`config.mk`:
```
export PLATFORM = sky130hd
export DESIGN_NAME = nmea_sentence_capture_unit
export DESIGN_NICKNAME = d
export VERILOG_FILES = /design/src/rtl/ncap_pkg.sv /design/src/rtl/nmea_sentence_capture_unit.sv
export SDC_FILE = /design/constraint.sdc
export NUM_CORES = 1
export LEC_CHECK = 0
export ABC_CLOCK_PERIOD_IN_PS = 12500
export BUFFER_PORTS_ARGS = -buffer_cell sky130_fd_sc_hd__buf_2
export CAP_MARGIN = 20
export CORE_AREA = 5 5 300 302
export CTS_CLUSTER_SIZE = 30
export DETAILED_ROUTE_END_ITERATION = 10
export DIE_AREA = 0 0 305 307
export PLACE_DENSITY_LB_ADDON = 0.1
export SYNTH_ARGS = -nofsm -noshare
export SYNTH_HDL_FRONTEND = slang
export SYNTH_SLANG_ARGS = --single-unit
```
`constraint.sdc`:
```
create_clock -name clk_i -period 12.5 [get_ports clk_i]
set_input_delay 1.875 -clock clk_i [delete_from_list [all_inputs] [get_ports clk_i]]
set_output_delay 1.875 -clock clk_i [all_outputs]
set_load 0.02 [all_outputs]
```
`src/rtl/ncap_pkg.sv`:
```
// Package for the NMEA sentence capture unit.
// Holds the command codes, the character constants, the header strings and the
// input and result transaction types. It depends on nothing else.
package ncap_pkg;

  // Default depth of the sentence store, in bytes.
  localparam int unsigned STORE_DEPTH_DEF = 110;

  // Field widths fixed by the interface.
  localparam int unsigned CMD_W   = 2;
  localparam int unsigned BYTE_W  = 8;
  localparam int unsigned INDEX_W = 7;
  localparam int unsigned VALUE_W = 16;
  localparam int unsigned LEN_W   = 7;
  localparam int unsigned TYPE_W  = 2;
  localparam int unsigned HDR_LEN = 5;

  // Characters that steer the capture.
  localparam logic [BYTE_W-1:0] CH_START = 8'h24;
  localparam logic [BYTE_W-1:0] CH_END   = 8'h2A;
  localparam logic [BYTE_W-1:0] CH_COMMA = 8'h2C;
  localparam logic [BYTE_W-1:0] CH_ZERO  = 8'h30;
  localparam logic [BYTE_W-1:0] CH_NINE  = 8'h39;

  // Saturation limit of a decimal field.
  localparam logic [VALUE_W-1:0] VALUE_MAX = 16'hFFFF;

  // The comma counter saturates here, and the two fields of interest follow
  // these commas.
  localparam logic [3:0] COMMA_MAX = 4'd15;
  localparam logic [3:0] COMMA_FIX = 4'd6;
  localparam logic [3:0] COMMA_SAT = 4'd7;

  // Sentence headers, compared one byte at a time.
  localparam logic [BYTE_W-1:0] GGA_HDR [HDR_LEN] = '{8'h47, 8'h50, 8'h47, 8'h47, 8'h41};
  localparam logic [BYTE_W-1:0] RMC_HDR [HDR_LEN] = '{8'h47, 8'h50, 8'h52, 8'h4D, 8'h43};

  // Input commands.
  typedef enum logic [CMD_W-1:0] {
    CMD_BYTE    = 2'd0,
    CMD_RELEASE = 2'd1,
    CMD_READ    = 2'd2
  } cmd_e;

  // Result kinds.
  typedef enum logic {
    KIND_END  = 1'b0,
    KIND_READ = 1'b1
  } kind_e;

  // Sentence types reported when a sentence ends.
  typedef enum logic [TYPE_W-1:0] {
    TYPE_OTHER = 2'd0,
    TYPE_GGA   = 2'd1,
    TYPE_RMC   = 2'd2
  } stype_e;

  // One input transaction.
  typedef struct packed {
    logic [CMD_W-1:0]   command;
    logic [BYTE_W-1:0]  data_byte;
    logic [INDEX_W-1:0] read_index;
  } in_item_t;

  // One result transaction.
  typedef struct packed {
    logic               result_kind;
    logic [TYPE_W-1:0]  sentence_type;
    logic [VALUE_W-1:0] fix_quality;
    logic [VALUE_W-1:0] satellites_used;
    logic               rmc_pending;
    logic [BYTE_W-1:0]  read_data;
    logic [LEN_W-1:0]   sentence_length;
  } out_item_t;

endpackage

```
`src/rtl/nmea_sentence_capture_unit.sv`:
```
// NMEA sentence capture unit: top level and only module.
// Depends on ncap_pkg for commands, character constants and transaction types.
//
// Usage: the input channel carries one command per transaction: a received
// serial byte, a release of a pending RMC sentence, or a read of the sentence
// store. A '$' starts capture; following bytes fill the store until '*' or
// until the store is full. A '*' produces one result carrying the sentence
// type, the latest GGA fix quality and satellite count, the pending flag and
// the captured length. A store read produces one result with the stored byte.
// Release and ordinary bytes produce no result.
// A result is registered: it appears on the output in the cycle after its input
// transaction is accepted. One input transaction is taken per cycle while the
// input is not stalled; all state updates run in one combinational step between
// the input port and the result register, and the store is one memory with a
// write port and a registered read port.
// Reset clears all control state at once; the store keeps whatever it held.
// When the receiver stalls, the result register holds, and the input stalls
// only while that register is full and not being taken.
module nmea_sentence_capture_unit #(
  parameter int unsigned STORE_DEPTH = ncap_pkg::STORE_DEPTH_DEF
) (
  input  logic                clk_i,
  input  logic                rst_ni,
  input  logic                in_valid_i,
  output logic                in_stall_o,
  input  ncap_pkg::in_item_t  in_data_i,
  output logic                out_valid_o,
  input  logic                out_stall_i,
  output ncap_pkg::out_item_t out_data_o
);
  import ncap_pkg::*;

  localparam int unsigned AW    = $clog2(STORE_DEPTH);
  localparam int unsigned CNT_W = $clog2(STORE_DEPTH + 1);

  // Control and field state.
  logic               cap_q, cap_d;
  logic [CNT_W-1:0]   cnt_q, cnt_d;
  logic [1:0]         hdr_q, hdr_d;
  logic [3:0]         comma_q, comma_d;
  logic               prev_comma_q, prev_comma_d;
  logic [VALUE_W-1:0] fa_val_q [2];
  logic [VALUE_W-1:0] fa_val_d [2];
  logic [1:0]         fa_seen_q, fa_seen_d;
  logic [1:0]         run_q, run_d;
  logic [VALUE_W-1:0] fix_q, fix_d;
  logic [VALUE_W-1:0] sat_q, sat_d;
  logic               pend_q, pend_d;

  // Result register.
  logic               out_valid_q;
  logic               kind_q, kind_d;
  logic [TYPE_W-1:0]  type_q, type_d;
  logic [VALUE_W-1:0] ofix_q, osat_q;
  logic               opend_q;
  logic [LEN_W-1:0]   len_q;
  logic [BYTE_W-1:0]  rd_q;

  // Sentence store.
  logic [BYTE_W-1:0]  mem [STORE_DEPTH];

  logic               in_acc;
  logic               emit;
  logic               wr_en;
  logic               rd_hit;
  logic [AW-1:0]      wr_addr;
  logic [AW-1:0]      rd_addr;
  logic [AW+INDEX_W-1:0] rd_addr_ext;
  logic [CNT_W+LEN_W-1:0] len_ext;
  logic [BYTE_W-1:0]  c;
  logic [CNT_W-1:0]   pos;
  logic               digit;
  logic               field_start;
  logic               fsel;
  logic [3:0]         dval;
  logic [VALUE_W+3:0] prod;
  logic [VALUE_W-1:0] fnext;

  assign in_stall_o = out_valid_q && out_stall_i;
  assign in_acc     = in_valid_i && !in_stall_o;

  // Byte classification and the decimal step for the selected field.
  assign c     = in_data_i.data_byte;
  assign pos   = cnt_q;
  assign digit = (c >= CH_ZERO) && (c <= CH_NINE);
  assign dval  = 4'(c - CH_ZERO);
  assign fsel  = (comma_q == COMMA_SAT);
  assign prod  = {4'd0, fa_val_q[fsel]} * 20'd10 + {16'd0, dval};
  assign fnext = (prod > {4'd0, VALUE_MAX}) ? VALUE_MAX : prod[VALUE_W-1:0];
  assign field_start = (pos != '0) && prev_comma_q;

  // Next state and result contents for one input transaction.
  always_comb begin
    cap_d        = cap_q;
    cnt_d        = cnt_q;
    hdr_d        = hdr_q;
    comma_d      = comma_q;
    prev_comma_d = prev_comma_q;
    fa_val_d     = fa_val_q;
    fa_seen_d    = fa_seen_q;
    run_d        = run_q;
    fix_d        = fix_q;
    sat_d        = sat_q;
    pend_d       = pend_q;
    emit         = 1'b0;
    wr_en        = 1'b0;
    kind_d       = KIND_END;
    type_d       = TYPE_OTHER;
    case (cmd_e'(in_data_i.command))
      CMD_RELEASE: begin
        pend_d = 1'b0;
      end
      CMD_READ: begin
        emit   = 1'b1;
        kind_d = KIND_READ;
      end
      CMD_BYTE: begin
        if (!pend_q) begin
          if (!cap_q) begin
            if (c == CH_START) begin
              cap_d     = 1'b1;
              cnt_d     = '0;
              hdr_d     = 2'b11;
              comma_d   = '0;
              fa_val_d  = '{'0, '0};
              fa_seen_d = '0;
              run_d     = '0;
            end
          end else begin
            wr_en        = (32'(pos) < STORE_DEPTH);
            cnt_d        = pos + 1'b1;
            prev_comma_d = (c == CH_COMMA);
            if (32'(cnt_d) >= STORE_DEPTH) begin
              cap_d = 1'b0;
            end
            // Header match over the first five bytes.
            if (32'(pos) < HDR_LEN) begin
              if (c != GGA_HDR[pos[2:0]]) hdr_d[0] = 1'b0;
              if (c != RMC_HDR[pos[2:0]]) hdr_d[1] = 1'b0;
            end
            // Leading digit run of the fix or satellite field.
            if ((comma_q == COMMA_FIX) || (comma_q == COMMA_SAT)) begin
              if (field_start) begin
                if (digit) begin
                  fa_val_d[fsel]  = {12'd0, dval};
                  fa_seen_d[fsel] = 1'b1;
                  run_d[fsel]     = 1'b1;
                end
              end else if (run_q[fsel]) begin
                if (!digit) begin
                  run_d[fsel] = 1'b0;
                end else begin
                  fa_val_d[fsel]  = fnext;
                  fa_seen_d[fsel] = 1'b1;
                end
              end
            end
            if ((c == CH_COMMA) && (comma_q < COMMA_MAX)) begin
              comma_d = comma_q + 1'b1;
            end
            // End of sentence.
            if (c == CH_END) begin
              cap_d = 1'b0;
              emit  = 1'b1;
              if (hdr_q[0] && hdr_d[0]) begin
                type_d = TYPE_GGA;
                if (fa_seen_d[0]) fix_d = fa_val_d[0];
                if (fa_seen_d[1]) sat_d = fa_val_d[1];
              end else if (hdr_d[1]) begin
                type_d = TYPE_RMC;
                pend_d = 1'b1;
              end
            end
          end
        end
      end
      default: begin
      end
    endcase
  end

  // Address and length conversions.
  assign wr_addr     = pos[AW-1:0];
  assign rd_addr_ext = {{AW{1'b0}}, in_data_i.read_index};
  assign rd_addr     = rd_addr_ext[AW-1:0];
  assign rd_hit      = (32'(in_data_i.read_index) < STORE_DEPTH);
  assign len_ext     = {{LEN_W{1'b0}}, cnt_d};

  // State registers.
  always_ff @(posedge clk_i or negedge rst_ni) begin
    if (!rst_ni) begin
      cap_q        <= 1'b0;
      cnt_q        <= '0;
      hdr_q        <= '0;
      comma_q      <= '0;
      prev_comma_q <= 1'b0;
      fa_val_q     <= '{'0, '0};
      fa_seen_q    <= '0;
      run_q        <= '0;
      fix_q        <= '0;
      sat_q        <= '0;
      pend_q       <= 1'b0;
    end else if (in_acc) begin
      cap_q        <= cap_d;
      cnt_q        <= cnt_d;
      hdr_q        <= hdr_d;
      comma_q      <= comma_d;
      prev_comma_q <= prev_comma_d;
      fa_val_q     <= fa_val_d;
      fa_seen_q    <= fa_seen_d;
      run_q        <= run_d;
      fix_q        <= fix_d;
      sat_q        <= sat_d;
      pend_q       <= pend_d;
    end
  end

  // Result valid.
  always_ff @(posedge clk_i or negedge rst_ni) begin
    if (!rst_ni) begin
      out_valid_q <= 1'b0;
    end else if (in_acc) begin
      out_valid_q <= emit;
    end else if (!out_stall_i) begin
      out_valid_q <= 1'b0;
    end
  end

  // Result payload.
  always_ff @(posedge clk_i) begin
    if (in_acc && emit) begin
      kind_q  <= kind_d;
      type_q  <= type_d;
      ofix_q  <= fix_d;
      osat_q  <= sat_d;
      opend_q <= pend_d;
      len_q   <= len_ext[LEN_W-1:0];
    end
  end

  // Sentence store write port.
  always_ff @(posedge clk_i) begin
    if (in_acc && wr_en) begin
      mem[wr_addr] <= c;
    end
  end

  // Sentence store registered read port; an end-of-sentence result reads zero.
  always_ff @(posedge clk_i) begin
    if (in_acc && emit) begin
      if ((kind_d == KIND_READ) && rd_hit) begin
        rd_q <= mem[rd_addr];
      end else begin
        rd_q <= '0;
      end
    end
  end

  assign out_valid_o                = out_valid_q;
  assign out_data_o.result_kind     = kind_q;
  assign out_data_o.sentence_type   = type_q;
  assign out_data_o.fix_quality     = ofix_q;
  assign out_data_o.satellites_used = osat_q;
  assign out_data_o.rmc_pending     = opend_q;
  assign out_data_o.read_data       = rd_q;
  assign out_data_o.sentence_length = len_q;

  // A pending RMC sentence always leaves the block not capturing.
  a_pend_idle: assert property (@(posedge clk_i) disable iff (!rst_ni)
    pend_q |-> !cap_q)
    else $error("pending flag set while capturing");

  // The byte count never passes the store depth.
  a_cnt_range: assert property (@(posedge clk_i) disable iff (!rst_ni)
    32'(cnt_q) <= STORE_DEPTH)
    else $error("byte count beyond store depth");

  // A store read result carries no sentence type.
  a_read_type: assert property (@(posedge clk_i) disable iff (!rst_ni)
    (out_valid_o && (out_data_o.result_kind == KIND_READ)) |->
      (out_data_o.sentence_type == TYPE_OTHER))
    else $error("store read result with a sentence type");

  // An end-of-sentence result carries zero read data.
  a_end_data: assert property (@(posedge clk_i) disable iff (!rst_ni)
    (out_valid_o && (out_data_o.result_kind == KIND_END)) |->
      (out_data_o.read_data == '0))
    else $error("end-of-sentence result with read data");

  // An RMC end result always reports the pending flag as set.
  a_rmc_pend: assert property (@(posedge clk_i) disable iff (!rst_ni)
    (out_valid_o && (out_data_o.sentence_type == TYPE_RMC)) |->
      out_data_o.rmc_pending)
    else $error("RMC result without pending flag");

endmodule

```
==> flow_summary_export.csv, run 1 <==
group,metric,value,unit
outcome,outcome,"complete, no violations",
layout,drive_above_1_share,16.4,%
clocking,clk_latency,0.67,ns
floorplan,die_y,307,µm
logic_synthesis,synth-xor-area-share,0.724,%
global_routing,grt_pass1_wl,158000,µm
logic_synthesis,ys_seq_area_share,71.1,%
critical_path,r2r_start,"comma_q[0]",
route,met2_length,51000,µm
logic_synthesis,ys_types,76,
logic_synthesis,syn-cell-area,42300,µm²
route,routed_wirelength,105000,µm
power_and_ir_drop,comb_power_share,4.7,%
power_and_ir_drop,p_clk_share,41.8,%
critical_path,worst_ep_arrival_time,6.45,ns
route,drt-vias-per-instance,5.98,
route,vias,23700,
timing,tightest_slew,1.13,ns
placement,io_buffer_count,73,
clocking,postCtsSetupRepairBufs,0,
logic_synthesis,syn_inst,2666,
global_routing,grt.total_usage,22.3,%
route,drtIter0Drc,1991,
layout,antenna_cells,0,
timing,fin_crit,6.10,ns
power_and_ir_drop,intPower,5.47,mW
layout,fin_cells,3968,
route,final_antenna_net_count,0,
global_routing,grt_max_degree,106,
clocking,cts_root_buf,"clkbuf_16",
timing,setup_viol,0,
timing,hold_viol,0,
hold_path,min_from,"hdr_q[0]",
hold_path,hold_depth,1,
logic_synthesis,ys.flop_type,"edfxtp_1",
logic_synthesis,synth-seq-cells,1016,
hold_path,hold_end,"hdr_q[0]",
critical_path,path_cells,"ha_1 -> and3_1 -> mux2i_1 -> inv_1 -> ha_1 -> ha_1 -> inv_1 -> fa_1 -> nand2b_1 -> a211oi_1 -> nor3_1 -> o31ai_1 -> a41oi_1 -> xor2_1 -> nor4bb_1 -> a211o_1 -> a41o_1 -> a31oi_1",
clocking,ctsResizeCount,0,
critical_path,r2r_end,"ofix_q[2]",
logic_synthesis,ys_top_cells_by_count,"edfxtp_1 (931), nor2_1 (217), nand2_1 (192)",
timing,finClkSkew,0.0358,ns
timing,final.setup.tns,0,ns
timing,relSlewSlack,24.4,%
critical_path,path_max_fanout,22,
placement,gp_congestion,0.899,
clocking,cts_made_buffers,104,
route,dr_wl_met3,5860,µm
timing,fin_crit_sh,48.8,%
route,highest_layer,"met4",
power_and_ir_drop,seqPwrFrac,53.4,%
timing,clock.fmax,164,MHz
logic_synthesis,yosysMostFrequentCell,"edfxtp_1",
logic_synthesis,yosys.area_share.simple,5.34,%
layout,final_util,53.9,%
floorplan,start_util,48.4,%
logic_synthesis,synth-adder-area-share,1.07,%
power_and_ir_drop,leakagePower,16.1,nW
critical_path,reg2reg_slack,6.40,ns
layout,syn_to_final_growth,11.2,%
critical_path,crit_buf_inv,2,
logic_synthesis,synth_area_per_cell,15.9,µm²
route,drtPass1Iterations,6,
placement,dpl.cell_count,3786,
floorplan,coreArea,87400,µm²
global_routing,overflow,0,
critical_path,cpMostUsedCell,"ha_1",
critical_path,worstRegToRegCells,18,
floorplan,die_w,305,µm
logic_synthesis,syn_nets,2722,
logic_synthesis,synth_area_leaders,"edfxtp_1 (66%), mux4_2 (6.8%), dfrtp_1 (5.0%), mux2i_1 (3.7%), nor2_1 (1.9%)",
critical_path,critPathMaxStageDelay,0.78,ns
route,wl_met1,45900,µm
critical_path,crit_path_top_delay_cell,"and3_1",
power_and_ir_drop,switchingPower,1.49,mW
global_routing,first_global_vias,24000,
clocking,holdBufCountCts,0,
power_and_ir_drop,powerDensity,148,nW/µm²
run,max_cap_viol_count,0,
hold_path,hold_class,"reg -> reg",
critical_path,crit_type,"reg -> reg",
placement,place_hpwl,67100,µm
route,drc_errors,0,
power_and_ir_drop,switching_share,21.5,%
clocking,h-tree-depth,3,
logic_synthesis,yosysTopAreaCell,"edfxtp_1",
logic_synthesis,ys.warnings.count,0,
global_routing,antenna_found_initial,1,
logic_synthesis,synth_edf_count,931,
critical_path,worst_ep_required_time,12.85,ns
floorplan,io_pins,74,
layout,fill_cells,6994,
logic_synthesis,synth-compound-area-share,7.94,%
clocking,cts.sinks,1016,
logic_synthesis,yosys.area.top_type_share,66.0,%
logic_synthesis,synth_top_family_by_area,"multiplexers",
logic_synthesis,synth.area.mux_share,12.0,%
floorplan,row_count,109,
logic_synthesis,synth-async-reset-ratio,8.37,%
critical_path,cp-start-kind,"flip-flop",
clocking,path_clk_slew,0.06,ns
timing,slew_violations,0,
power_and_ir_drop,ir_drop,117,µV
clocking,clk_path_buf_depth,3,
critical_path,end_kind,"flip-flop",
route,routedWlPerCell,26.6,µm
clocking,cts_tree,"built",
critical_path,path_delay_family,"compound AO/OA/AOI/OAI gates",
timing,rsz0062_at_grt,"false",
layout,nets,2783,
floorplan,dieArea,93600,µm²
==> sequential cells by signal (all words and copies together) (netlist names) <==
name,cells
fa_val_q,32
fa_seen_q,2
mem,880
pend_q,1
run_q,2
cap_q,1
rd_q,8
ofix_q,16
len_q,7
comma_q,4
out_valid_o,1
osat_q,16
type_q,2
hdr_q,2
cnt_q,7
prev_comma_q,1
opend_q,1
fix_q,16
kind_q,1
sat_q,16
==> routing by layer <==
layer | GRT usage (%) | vias to the layer above
met5 | 0 | -
met4 | 6.48 | 0
met2 | 36.5 | 774
met1 | 32.0 | 12200
met3 | 2.99 | 147
li1 | - | 10600
==> stage by stage <==
stage | total power, mW | hold slack, ns | worst slack [ns] | area, µm²
floorplan | 3.97 | 0.450 | 5.81 | 42300
global placement | 4.12 | 0.463 | 6.47 | 43900
detailed placement | 4.12 | 0.469 | 6.25 | 43900
CTS | 7.03 | 0.482 | 6.43 | 47100
global route | 7.19 | 0.497 | 6.01 | 47100
finish | 6.96 | 0.478 | 6.40 | 47100
==> power groups by stage <==
stage / registers, mW / clock network [mW] / logic [mW]
global route: 3.72 / 3.12 / 0.355
detailed placement: 3.79 / 0 / 0.332
finish: 3.72 / 2.91 / 0.329
global placement: 3.79 / 0 / 0.328
CTS: 3.72 / 2.97 / 0.333
floorplan: 3.79 / 0 / 0.183
==> cell usage in the layout (no fill, tap or decap), types with 13 or more instances in the layout <==
cell type | netlist | final
buf_2 | 28 | 61
clkinv_1 | 0 | 23
xor2_1 | 16 | 16
xnor2_1 | 19 | 19
nand2_1 | 192 | 191
nor2_1 | 217 | 217
clkinv_2 | 0 | 14
dfrtp_1 | 85 | 85
ha_1 | 33 | 33
clkbuf_1 | 101 | 25
mux4_2 | 128 | 128
a211oi_1 | 44 | 44
clkbuf_16 | 0 | 107
nand3_1 | 16 | 16
a21oi_1 | 160 | 160
o22ai_1 | 52 | 52
inv_1 | 31 | 31
o21ai_0 | 128 | 128
o221ai_1 | 49 | 49
edfxtp_1 | 931 | 931
a22o_1 | 24 | 24
mux2_2 | 57 | 57
mux2i_1 | 157 | 157
buf_4 | 3 | 46
nor3_1 | 14 | 13
==> final cells by class <==
| cell class | count | area (µm²) | area share [%] |
|---|---|---|---|
| clock inverters | 49 | 394 | 0.837 |
| flip-flops and latches | 1016 | 30100 | 63.9 |
| multi-input cells | 1462 | 11500 | 24.4 |
| inverters | 31 | 116 | 0.247 |
| clock buffers | 133 | 2790 | 5.91 |
| repair buffers | 112 | 761 | 1.62 |
| well taps | 1165 | 1460 | 3.10 |
==> logic make-up after synthesis <==
logic type | count (synthesis)
AO/OA/AOI/OAI | 532
XOR/XNOR | 35
buffers and inverters | 188
AND/OR/NAND/NOR | 518
multiplexers | 342
flip-flops | 1016
adder cells (fa/ha/maj) | 35
==> worst register-to-register path, delay by kind of cell (launching register included) <==
| kind | cells | cell delay [ns] |
|---|---|---|
| flip-flops | 1 | 0.41 |
| AND/OR/NAND/NOR | 4 | 1.42 |
| AO/OA/AOI/OAI | 6 | 1.97 |
| buffers and inverters | 2 | 0.15 |
| XOR/XNOR | 1 | 0.20 |
| adder cells (fa/ha/maj) | 4 | 1.18 |
| multiplexers | 1 | 0.46 |
==> worst max-delay path by stage <==
stage | depth (start not counted) | start | endpoint
global placement | 14 | in_data_i[9] | fa_val_q[3]
floorplan | 7 | in_data_i[14] | out_valid_o
global route | 18 | comma_q[0] | ofix_q[2]
finish | 18 | comma_q[0] | ofix_q[2]
CTS | 18 | comma_q[0] | ofix_q[2]
detailed placement | 11 | in_data_i[9] | fix_q[7]
Power figures use the tool's default switching activity.
==> run 2: changes to the inputs <==
- ABC_AREA: default -> 1
- ABC_CLOCK_PERIOD_IN_PS: 12500 -> 5400
- CORE_AREA: 5 5 300 302 -> 5 5 307 309
- DIE_AREA: 0 0 305 307 -> 0 0 312 314
- clock period: 12.5 -> 5.4 ns (I/O delays scaled with it)
==> run 2 against run 1 <==
Net effect: via count increased by 28%; final cell count is 32% higher; hold slack got worse by 0.33 ns; synthesized cell count increased by 48%; utilization is 0.31 points higher; critical path depth is 8 higher; synthesized area rose by 4.7%; routed wire length grew 17%; total power grew to 3.1 times the previous value; first-iteration DRC count rose by 47%; critical path type unchanged; largest cell class unchanged; largest power group unchanged.
==> flow_summary_export.csv, run 2 <==
group,metric,value,unit
outcome,outcome,"complete, no violations",
critical_path,worst_ep_required_time,5.85,ns
timing,relSlewSlack,32.2,%
placement,post-place-ws,0.475,ns
clocking,clk_latency,0.69,ns
clocking,clk_path_buf_depth,3,
timing,fin_ws,0.487,ns
timing,fin_crit,4.91,ns
timing,setup_viol,0,
global_routing,grt_max_degree,126,
global_routing,grt.total_usage,24.7,%
clocking,holdBufCountCts,0,
critical_path,crit_type,"reg -> reg",
floorplan,die_w,312,µm
power_and_ir_drop,switchingPower,7.07,mW
logic_synthesis,ys_seq_area_share,67.9,%
layout,top_regs,"mem x880, fa_val_q x32",
power_and_ir_drop,switching_share,32.9,%
floorplan,row_count,111,
timing,rsz0062_at_grt,"false",
timing,fin_crit_sh,91.0,%
logic_synthesis,ys_types,52,
route,drtIter0Drc,2936,
global_routing,first_global_vias,29000,
layout,fin_area,49400,µm²
clocking,h-tree-depth,3,
power_and_ir_drop,intPower,14.4,mW
clocking,cts.sinks,1016,
power_and_ir_drop,ir_drop,462,µV
layout,nets,4033,
timing,slew_violations,0,
logic_synthesis,syn_inst,3953,
critical_path,path_max_fanout,26,
floorplan,die_y,314,µm
logic_synthesis,yosysMostFrequentCell,"edfxtp_1",
layout,drive_above_1_share,11.6,%
logic_synthesis,ys.warnings.count,0,
clocking,ctsResizeCount,0,
layout,syn_to_final_growth,11.4,%
clocking,cts_root_buf,"clkbuf_16",
power_and_ir_drop,powerDensity,435,nW/µm²
route,drtPass1Iterations,7,
critical_path,end_kind,"flip-flop",
placement,gp_congestion,0.852,
power_and_ir_drop,leakagePower,17.4,nW
layout,fill_cells,7827,
logic_synthesis,synth_area_leaders,"edfxtp_1 (63%), nor2_1 (6.7%), o21ai_0 (6.7%), dfrtp_1 (4.8%), nand2_1 (3.2%)",
timing,tightest_slew,1.02,ns
route,routed_wirelength,123000,µm
global_routing,antenna_found_initial,1,
placement,place_hpwl,74600,µm
clocking,postCtsSetupRepairBufs,0,
global_routing,grt_pass1_wl,185000,µm
route,vias,30400,
power_and_ir_drop,seqPwrFrac,41.7,%
clocking,cts_made_buffers,106,
logic_synthesis,syn-cell-area,44300,µm²
timing,clock.fmax,204,MHz
logic_synthesis,synth_edf_count,931,
clocking,cts_tree,"built",
clocking,path_clk_slew,0.07,ns
floorplan,io_pins,74,
floorplan,start_util,48.6,%
run,max_cap_viol_count,0,
floorplan,coreArea,91100,µm²
floorplan,dieArea,98000,µm²
logic_synthesis,synth-async-reset-ratio,8.37,%
hold_path,hold_class,"in -> async",
power_and_ir_drop,power.total,21.5,mW
route,drc_errors,0,
power_and_ir_drop,comb_power_share,24.9,%
timing,finClkSkew,0.0344,ns
global_routing,overflow,0,
logic_synthesis,synth_area_per_cell,11.2,µm²
route,drt-vias-per-instance,5.78,
critical_path,cp-start-kind,"flip-flop",
logic_synthesis,syn_nets,4009,
layout,regArea,30100,µm²
route,routedWlPerCell,23.4,µm
logic_synthesis,ys_top_cells_by_count,"edfxtp_1 (931), nor2_1 (794), o21ai_0 (592)",
power_and_ir_drop,p_clk_share,33.4,%
logic_synthesis,yosysTopAreaCell,"edfxtp_1",
timing,hold_ws,0.145,ns
layout,final_common_cell,"edfxtp_1",
logic_synthesis,synth-seq-cells,1016,
placement,placed_area,46000,µm²
layout,multi_input_area,12500,µm²
placement,io_buffer_count,73,
layout,top_register,"mem",
logic_synthesis,yosys.area.top_type_share,63.1,%
layout,final_cell_mix,"edfxtp_1 (931), nor2_1 (791), o21ai_0 (592)",
timing,final.setup.tns,0,ns
logic_synthesis,ys.flop_type,"edfxtp_1",
layout,largest_reg_flops,880,
route,final_antenna_net_count,0,
critical_path,worst_ep_arrival_time,5.37,ns
timing,hold_viol,0,
==> run 2: cell count changes after synthesis, moves of 50 or more <==
cell      change
clkbuf_1     +96
nand2_1     +181
inv_1       +158
nor2_1      +577
mux4_2      -128
mux2_2       -57
o21ai_0     +464
mux2i_1     -157
o32ai_1      +50
o22ai_1     +171
a21oi_1      -86
nand3_1      +81
==> run 2: path summary, 6_finish.rpt <==
check | startpoint | end | slack (ns) | depth (start not counted)
max in group asynchronous | rst_ni | cnt_q[5] | 4.18 | 2
worst min-delay path | rst_ni | fa_val_q[27] | 0.14 | 1
worst max-delay path | comma_q[1] | osat_q[9] | 0.49 | 26
worst min register to register | sat_q[13] | sat_q[13] | 0.47 | 2
min in group clk_i | out_stall_i | out_valid_o | 0.36 | 3
worst max register to register | comma_q[1] | osat_q[9] | 0.49 | 26
==> run 2: kinds of logic after synthesis <==
family | after synthesis | synth area share [%]
AND/OR/NAND/NOR | 1444 | 14.2
flip-flops | 1016 | 67.9
XOR/XNOR | 21 | 0.415
buffers and inverters | 442 | 3.93
adder cells (fa/ha/maj) | 35 | 1.02
AO/OA/AOI/OAI | 995 | 12.6
==> run 2: critical path: stages, from the launching register on <==
cell and delay, ns:
dfrtp_1 0.41, ha_1 0.22, nand2_1 0.11, nor2_2 0.08, buf_4 0.24, o21ai_0 0.72, inv_1 0.10, ha_1 0.31
ha_1 0.35, nand2_1 0.16, inv_1 0.05, a21oi_1 0.23, nand3_1 0.19, nand2_1 0.10, nand2_1 0.10, nand2_2 0.14
nor2_2 0.07, nand4_1 0.08, nand2_2 0.09, nor2_8 0.21, nand2_8 0.17, inv_12 0.14, nand3_2 0.08, nand2_2 0.10
nand3_2 0.07, nand2_1 0.09, inv_1 0.04
==> run 2: layout make-up <==
| cell class | instances | area share (%) |
|---|---|---|
| clock inverters | 59 | 1.19 |
| multi-input cells | 2495 | 25.3 |
| repair buffers | 154 | 2.21 |
| flip-flops and latches | 1016 | 60.9 |
| clock buffers | 140 | 5.70 |
| well taps | 1186 | 3.01 |
| diodes | 3 | 0.0152 |
| inverters | 204 | 1.61 |
==> run 2: routing by layer <==
layer	up-vias	GRT usage (%)	share of wire (%)
met5	-	0	0
met2	1028	39.9	47
met3	213	3.15	6.2
met4	0	8.72	3.7
li1	14200	-	-
met1	15000	35.0	43
==> run 2: power groups by stage <==
stage / clock [mW] / sequential (mW) / combinational [mW]
2_1_floorplan: 0 / 9.06 / 3.77
3_3_place_gp: 0 / 9.11 / 5.35
3_5_place_dp: 0 / 9.11 / 5.36
4_1_cts: 7.27 / 8.95 / 5.38
5_1_grt: 7.61 / 8.97 / 5.91
6_report: 7.16 / 8.96 / 5.35
==> run 2: per-stage QoR <==
| stage | std cells | util [%] |
|---|---|---|
| 2_1_floorplan | 3953 | - |
| 6_report | 5257 | 54.2 |
| 4_1_cts | 5254 | 54.2 |
| 5_1_grt | 5255 | 54.2 |
| 3_5_place_dp | 5055 | 50.4 |
| 3_3_place_gp | 5055 | 50.4 |
